===== src/hw/rtl/rkh_pkg.sv =====
// Shared types and constants of the hash search block.
`timescale 1ns / 1ps
package rkh_pkg;

	// Width of the polynomial hash and of the position fields in a result.
	localparam int HASH_BITS = 64;
	localparam int OUT_BITS  = 24;

	// Kind of character in an input item.
	typedef enum logic {
		OP_PATTERN = 1'b0,
		OP_TEXT    = 1'b1
	} op_t;

	// One input beat.
	typedef struct packed {
		op_t        op;
		logic [6:0] ch;
		logic       first;
		logic       last;
	} item_t;

	// One result beat.
	typedef struct packed {
		logic                found;
		logic [OUT_BITS-1:0] position;
		logic [OUT_BITS-1:0] match_count;
		logic                done_res;
		logic                pattern_error;
	} result_t;

	// Classified command held in the queue between front and back.
	typedef struct packed {
		logic       is_text;
		logic       clr;
		logic       last;
		logic [6:0] ch;
	} cmd_t;

	// Work handed from the sequencer to the match pipeline.
	typedef struct packed {
		logic                 valid;
		logic                 clr_count;
		logic                 last;
		logic                 povf;
		logic                 elig;
		logic [OUT_BITS-1:0]  pos;
		logic [HASH_BITS-1:0] prefix;
		logic [HASH_BITS-1:0] lead;
		logic [HASH_BITS-1:0] ppow;
		logic [HASH_BITS-1:0] rhs;
	} job_t;

endpackage


===== src/hw/rtl/rkh_front.sv =====
// Front end: accepts input beats, classifies them and queues them for the sequencer.
`timescale 1ns / 1ps
module rkh_front (
	input  logic           clk,
	input  logic           arst_n,
	input  logic           item_valid,
	output logic           item_stall,
	input  rkh_pkg::item_t item_data,
	output logic           cmd_valid,
	output rkh_pkg::cmd_t  cmd,
	input  logic           cmd_pop
);
	import rkh_pkg::*;

	localparam int QDEPTH = 2;

	cmd_t       ent_q [QDEPTH];
	logic       wr_q;
	logic       rd_q;
	logic [1:0] fill_q;
	logic       push;
	cmd_t       new_cmd;

	// The queue takes a beat whenever it has a free entry.
	assign item_stall = (fill_q == 2'(QDEPTH));
	assign push       = item_valid && !item_stall;
	assign cmd_valid  = (fill_q != 2'd0);
	assign cmd        = ent_q[rd_q];

	// Classify the beat; the last flag only means something for text.
	always_comb begin
		new_cmd.is_text = (item_data.op == OP_TEXT);
		new_cmd.clr     = item_data.first;
		new_cmd.last    = (item_data.op == OP_TEXT) && item_data.last;
		new_cmd.ch      = item_data.ch;
	end

	// Queue entries carry payload only and need no reset.
	always_ff @(posedge clk) begin
		if (push) begin
			ent_q[wr_q] <= new_cmd;
		end
	end

	// Queue pointers and fill level.
	always_ff @(posedge clk or negedge arst_n) begin
		if (!arst_n) begin
			wr_q   <= 1'b0;
			rd_q   <= 1'b0;
			fill_q <= 2'd0;
		end else begin
			if (push) begin
				wr_q <= ~wr_q;
			end
			if (cmd_pop) begin
				rd_q <= ~rd_q;
			end
			fill_q <= fill_q + 2'(push) - 2'(cmd_pop);
		end
	end

`ifndef SYNTH
	a_pop_needs_entry: assert property (@(posedge clk) disable iff (!arst_n)
		cmd_pop |-> cmd_valid)
		else $error("sequencer popped an empty command queue");
`endif

endmodule


===== config.mk =====
export PLATFORM = sky130hd
export DESIGN_NAME = rkh_front
export DESIGN_NICKNAME = d
export VERILOG_FILES = /design/src/hw/rtl/rkh_pkg.sv /design/src/hw/rtl/rkh_front.sv
export SDC_FILE = /design/constraint.sdc
export NUM_CORES = 1
export LEC_CHECK = 0
export BUFFER_PORTS_ARGS = -buffer_cell sky130_fd_sc_hd__buf_2
export CORE_AREA = 2 2 56 58
export DETAILED_ROUTE_END_ITERATION = 10
export DIE_AREA = 0 0 58 60
export PLACE_DENSITY_LB_ADDON = 0.05
export SLEW_MARGIN = 15
export SYNTH_ARGS = -nofsm -noshare
export SYNTH_HDL_FRONTEND = slang
export SYNTH_SLANG_ARGS = --single-unit

===== constraint.sdc =====
create_clock -name clk -period 1.7 [get_ports clk]
set_input_delay 0 -clock clk [delete_from_list [all_inputs] [get_ports clk]]
set_output_delay 0 -clock clk [all_outputs]
set_load 0.005 [all_outputs]

==> results of run 1 <==
==> logic make-up after synthesis <==
kind of cell  count (synthesis)  synth area share (%)
xor+xnor                      4                  3.66
fa+ha+maj                     2                  2.61
buf+inv                       3                  1.96
flops                        24                  73.1
mux                          10                  15.3
simple gates                  6                  3.40
==> area by class of cell <==
class                      instances  area, µm²
multi-input combinational         22        239
fill                             272       1570
inverter                           2       7.51
clock buffer                       4       36.3
timing repair buffer              44        305
tap                               33       41.3
sequential                        24        701
==> cells in the final DEF (no fill, tap or decap), drive strengths merged <==
| cell | netlist | layout |
|---|---|---|
| edfxtp | 20 | 20 |
| xor2 | 1 | 1 |
| ha | 2 | 2 |
| nand2 | 1 | 1 |
| clkbuf | 0 | 4 |
| inv | 2 | 2 |
| xnor2 | 3 | 3 |
| and2 | 1 | 1 |
| nand2b | 1 | 1 |
| or2 | 1 | 1 |
| and3 | 1 | 1 |
| dfrtp | 4 | 4 |
| buf | 1 | 29 |
| nor2 | 1 | 1 |
| dlygate4sd3 | 0 | 15 |
| mux2 | 10 | 10 |
==> layer usage <==
metal  GRT usage, %  wire [µm]  up-vias
met5              0          0        -
met4           3.99          0        0
met3           2.16         75        0
met2           15.6        733       13
met1           12.5        677      251
li1               -          -      273
==> metrics by stage <==
step                instance area [µm²]  instances  worst slack, ns  total power, mW  util, %
floorplan                           958         49            0.289             1.34        -
global placement                   1140        110            0.227             1.58     39.4
detailed placement                 1140        110            0.226             1.58     39.4
CTS                                1330        129            0.141             1.90     45.8
global route                       1330        129           0.0789             2.00     45.8
finish                             1330        129            0.163             1.86     45.8
==> state kept, by name (all words and copies together), names as in the netlist <==
signal  flops
rd_q        1
ent_q      20
fill_q      2
wr_q        1
==> power by group through the flow <==
stage | clock network (mW) | logic [mW] | registers, mW
after floorplan | 0 | 0.459 | 0.879
after global placement | 0 | 0.662 | 0.914
after detailed placement | 0 | 0.661 | 0.918
after CTS | 0.302 | 0.690 | 0.904
after global routing | 0.338 | 0.743 | 0.922
final | 0.293 | 0.670 | 0.900
==> worst paths after layout <==
kind | cells past startpoint | end
max in group asynchronous | 4 | fill_q[0]
worst max-delay path | 3 | cmd[3]
worst min-delay path | 2 | ent_q[1][3]
min in group asynchronous | 3 | wr_q
worst min register to register | 1 | wr_q
worst max register to register | 7 | fill_q[1]
==> worst max-delay path, delay by kind of cell (launching register included) <==
kind / cells / cell delay [ns]
buffers and inverters: 2 / 0.36
flip-flops: 1 / 0.55
multiplexers: 1 / 0.31
==> results.json, run 1 <==
{
  "outcome": "finished clean",
  "drv_slew": 0,
  "avgSynthCellArea_um2": 19.6,
  "grt_pass1_wl_mm": 2.48,
  "rrSetupSlack_ns": 0.21,
  "timing_worst_setup_path_type": "reg2out",
  "slowest_delay_ns": 0.55,
  "finClkSkew_ns": 0.0118,
  "area_growth_syn_to_layout_pct": 38.8,
  "p_sw_mw": 0.505,
  "sw_frac_of_total_pct": 27.1,
  "cp_cell_sequence": "buf_4 > mux2_4 > buf_2",
  "startpoint_type": "flip-flop",
  "die_area_mm2": 0.00348,
  "cts_setup_buffers": 0,
  "synth.largest_area_cell": "edfxtp_1",
  "setup_viol": 0,
  "cp_max_fo": 6,
  "first_pass_iters": 3,
  "die_h_um": 60,
  "grtUsageTotal_pct": 9.61,
  "gp_congestion": 0.663,
  "p_int_mw": 1.36,
  "pwr-share-clk_pct": 15.7,
  "synth_area_um2": 958,
  "peakVddDrop_mv": 0.690,
  "p_seq_share_pct": 48.3,
  "hold_violations": 0,
  "yosys_warnings": 0,
  "cts-resized-gates": 0,
  "grt_antenna_before_repair": 0,
  "syn-num-nets": 65,
  "cts.reportedPaths.clkPinSlew_ns": 0.13,
  "ant_nets": 0,
  "start_util_pct": 33.0,
  "yosys.cell_types.count": 15,
  "gr-total-overflow": 0,
  "hp-class": "in2reg",
  "vias": 537,
  "syn_inst": 49,
  "core_area_mm2": 0.00290,
  "combPwrFrac_pct": 36.0,
  "max_freq_mhz": 651,
  "critPathLaunch": "rd_q",
  "numCtsBuffers": 3,
  "die_x_um": 58,
  "hp-start": "item_data[5]",
  "n_antenna_cell": 0,
  "slew_headroom_pct": 78.6,
  "r2r_start": "fill_q[1]",
  "drv_cap": 0,
  "drive_gt1_share_pct": 45.8,
  "ios": 26,
  "fin_nets": 113,
  "synth_ff_type": "edfxtp_1",
  "postSynth.asyncResetShare_pct": 16.7,
  "worst_slew_pin_slew_ns": 0.321,
  "ys_top_cells_by_area": "edfxtp_1 63%, mux2_4 14%, dfrtp_1 10%, xnor2_1 2.7%, ha_1 2.6%",
  "wl_mm": 1.49,
  "synth_top_cell_area_share_pct": 62.7,
  "seq_area_frac_synth_pct": 73.1,
  "synth_edf_count": 20,
  "crit_arrival_ns": 1.54,
  "fin_crit_sh_pct": 90.4,
  "clk_path_buf_depth": 2,
  "drt-initial-drc-count": 6,
  "power_density_mw_per_mm2": 1400,
  "clk_latency_ns": 0.31,
  "post_drt_wl_per_cell_um": 11.5,
  "post-route-min-period_ns": 1.54,
  "synth_most_common_cell": "edfxtp_1",
  "hold_buffers": 15,
  "root_buffer": "clkbuf_4",
  "clock_sinks": 24,
  "ys_top_cells_by_count": "20 x edfxtp_1, 9 x mux2_4, 4 x dfrtp_1, 3 x xnor2_1",
  "crit_required_ns": 1.70,
  "synth_seq_cells": 24,
  "grt_pass1_vias": 544,
  "timing.hold.ws_ns": 0.407,
  "vias_per_cell": 4.16,
  "endpoint_kind": "output pin",
  "grt_max_degree": 14,
  "htree_num_levels": 1,
  "dp_hpwl_mm": 1.02,
  "setup_tns_ns": 0,
  "io_buffer_count": 25,
  "rsz0062_at_grt": "no",
  "slowest_stage": "dfrtp_1",
  "cts_tree": "built",
  "row_count": 20,
  "p_leak_nw": 0.570,
  "remaining_drc_errors": 0
}
Note: power is estimated with default switching activity, not from simulation.
==> run 2, diff against run 1 <==
--- a/config.mk
+++ b/config.mk
@@ -5,10 +5,11 @@
 export SDC_FILE = /design/constraint.sdc
 export NUM_CORES = 1
 export LEC_CHECK = 0
+export ABC_AREA = 1
 export BUFFER_PORTS_ARGS = -buffer_cell sky130_fd_sc_hd__buf_2
-export CORE_AREA = 2 2 56 58
+export CORE_AREA = 2 2 57 59
 export DETAILED_ROUTE_END_ITERATION = 10
-export DIE_AREA = 0 0 58 60
+export DIE_AREA = 0 0 59 61
 export PLACE_DENSITY_LB_ADDON = 0.05
 export SLEW_MARGIN = 15
 export SYNTH_ARGS = -nofsm -noshare
==> results.json, run 2 <==
{
  "outcome": "finished clean",
  "power_density_mw_per_mm2": 1430,
  "first_pass_iters": 4,
  "setup_tns_ns": 0,
  "setup_viol": 0,
  "drt-initial-drc-count": 18,
  "cts.reportedPaths.clkPinSlew_ns": 0.12,
  "synth_edf_count": 20,
  "grt_pass1_vias": 634,
  "start_util_pct": 34.2,
  "final_common_cell": "buf_2",
  "wl_mm": 1.62,
  "n_antenna_cell": 0,
  "ys_top_cells_by_count": "21 x nand2_1, 20 x edfxtp_1, 19 x inv_1, 10 x o21ai_2, 4 x dfrtp_1",
  "ios": 26,
  "top_regs": "ent_q x20, fill_q x2",
  "cp_cell_sequence": "nand2_1 > nand2_1 > ha_1 > inv_1 > ha_1 > nand3_1 > nand2_1",
  "numCtsBuffers": 3,
  "fin_nets": 142,
  "largest_reg_flops": 20,
  "crit_required_ns": 1.91,
  "slowest_delay_ns": 0.41,
  "peakVddDrop_mv": 0.557,
  "vias_per_cell": 4.18,
  "cp_common_cell": "nand2_1",
  "core_area_mm2": 0.00295,
  "synth_area_mm2": 0.00101,
  "r2r_start": "fill_q[1]",
  "gr-total-overflow": 0,
  "synth_ff_type": "edfxtp_1",
  "synth_top_cell_area_share_pct": 59.6,
  "worst_slew_pin_slew_ns": 0.478,
  "postSynth.asyncResetShare_pct": 16.7,
  "post_drt_wl_per_cell_um": 10.3,
  "synth_most_common_cell": "nand2_1",
  "grt_max_degree": 22,
  "die_x_um": 59,
  "endpoint_kind": "flip-flop",
  "crit_cells": 7,
  "hp-class": "in2reg",
  "avgSynthCellArea_um2": 12.3,
  "remaining_drc_errors": 0,
  "p_leak_nw": 0.640,
  "grtUsageTotal_pct": 10.1,
  "synth_seq_cells": 24,
  "crit_arrival_ns": 1.56,
  "drive_gt1_share_pct": 33.6,
  "die_area_mm2": 0.00360,
  "final_util_pct": 46.1,
  "finClkSkew_ns": 0.00290,
  "ys_top_cells_by_area": "edfxtp_1 60%, dfrtp_1 9.9%, o21ai_2 8.7%, nand2_1 7.8%, inv_1 7.1%",
  "cts_tree": "built",
  "fin_crit_sh_pct": 79.3,
  "drv_cap": 0,
  "clk_path_buf_depth": 2,
  "rrSetupSlack_ns": 0.35,
  "dp.cells": 140,
  "seq_area_frac_synth_pct": 69.5,
  "dp_hpwl_mm": 1.09,
  "synth.largest_area_cell": "edfxtp_1",
  "regMostFlops": "ent_q",
  "gp_congestion": 0.737,
  "rsz0062_at_grt": "no",
  "yosys.cell_types.count": 10,
  "fillers": 285,
  "area_growth_syn_to_layout_pct": 35.0,
  "min_to": "ent_q[0][2]",
  "cp_max_fo": 3,
  "cp.buffers_inverters": 1,
  "clk_latency_ns": 0.30,
  "mostFrequentLayoutCells": "25 x buf_2, 21 x nand2_1, 20 x edfxtp_1",
  "startpoint_type": "flip-flop",
  "clock_sinks": 24,
  "timing_worst_setup_path_type": "reg2reg",
  "hp-start": "item_data[4]",
  "crit_family": "adder cells",
  "critPathLaunch": "fill_q[1]",
  "row_count": 20,
  "whs_path_depth": 2,
  "rr_endpoint": "fill_q[1]",
  "syn-num-nets": 98,
  "htree_num_levels": 1,
  "vias": 660,
  "yosys_warnings": 0,
  "io_buffer_count": 25,
  "hold_violations": 0,
  "slew_headroom_pct": 68.1,
  "total_power_mw": 1.95,
  "die_h_um": 61,
  "ant_nets": 0,
  "reg2reg_depth": 7,
  "root_buffer": "clkbuf_4",
  "finalNonFillerCells": 158,
  "syn_inst": 82,
  "post-route-min-period_ns": 1.35,
  "grt_pass1_wl_mm": 2.57,
  "slowest_stage": "dfrtp_1",
  "max_freq_mhz": 742,
  "grt_antenna_before_repair": 0,
  "drv_slew": 0
}
-- run 2: cell count changes in the layout (fill, tap and decap cells not counted), sizes merged, moves of 2 or more --
| cell | previous run | this run |
|---|---|---|
| buf | 29 | 27 |
| inv | 2 | 19 |
| mux2 | 10 | 0 |
| nand2 | 1 | 21 |
| nand3 | 0 | 2 |
| o21ai | 0 | 10 |
| xnor2 | 3 | 0 |
-- run 2: metrics by stage --
stage	cell area, µm²	hold slack, ns	setup WS, ns
after floorplan	1010	-0.296	0.321
after global placement	1170	-0.184	0.401
after detailed placement	1170	-0.186	0.363
after CTS	1360	0.389	0.00906
after global routing	1360	0.397	0.242
final	1360	0.408	0.352
-- run 2: power by group --
part | total (mW) | switching (mW) | leakage [nW] | internal [mW]
clock | 0.399 | 0.161 | 0.0279 | 0.238
sequential | 0.952 | 0.138 | 0.233 | 0.814
combinational | 0.595 | 0.306 | 0.379 | 0.288
total | 1.95 | 0.605 | 0.640 | 1.34
-- run 2: logic make-up after synthesis --
logic type	Yosys count	synth area share (%)
AOI/OAI and AO/OA	10	8.68
adders and majority gates	2	2.48
buffers and inverters	21	9.31
DFF	24	69.5
xor gates and xnor gates	1	0.869
and+or+nand+nor	24	9.18
-- run 2: area by class of cell --
cell class / instances / area, µm² / share of cell area, %
Timing Repair Buffer: 41 / 280 / 20.6
Multi-Input combinational cell: 37 / 214 / 15.7
Sequential cell: 24 / 702 / 51.6
Tap cell: 33 / 41.3 / 3.03
Inverter: 19 / 71.3 / 5.24
Clock inverter: 1 / 30.0 / 2.21
Clock buffer: 3 / 22.5 / 1.65
-- run 2: how the worst max path moves through the flow --
stage                       end  slack [ns]
CTS                      cmd[9]       0.009
finish                fill_q[1]        0.35
floorplan           ent_q[1][0]        0.32
global route             cmd[9]        0.24
detailed placement    fill_q[1]        0.36
global placement    ent_q[0][7]        0.40
-- run 2: per-layer routing --
metal | vias to the layer above | track usage (%) | part of all wire (%)
met5 | - | 0 | 0
met4 | 0 | 5.84 | 1.0
met3 | 2 | 2.56 | 4.5
met2 | 15 | 17.9 | 49
met1 | 295 | 10.9 | 45
li1 | 348 | - | -
-- run 2: worst register-to-register path, cell delays in order, from the launching register on --
cell,delay (ns)
dfrtp_1,0.41
nand2_1,0.12
nand2_1,0.10
ha_1,0.28
inv_1,0.04
ha_1,0.18
nand3_1,0.08
nand2_1,0.05
-- run 2: timing repair --
action / in CTS / in global routing
resized for setup: 0 / 1
endpoints found under the setup margin: 0 / 10
hold buffers: 14 / 0
buffers inserted: 0 / 0
hold endpoints to repair: 26 / 0
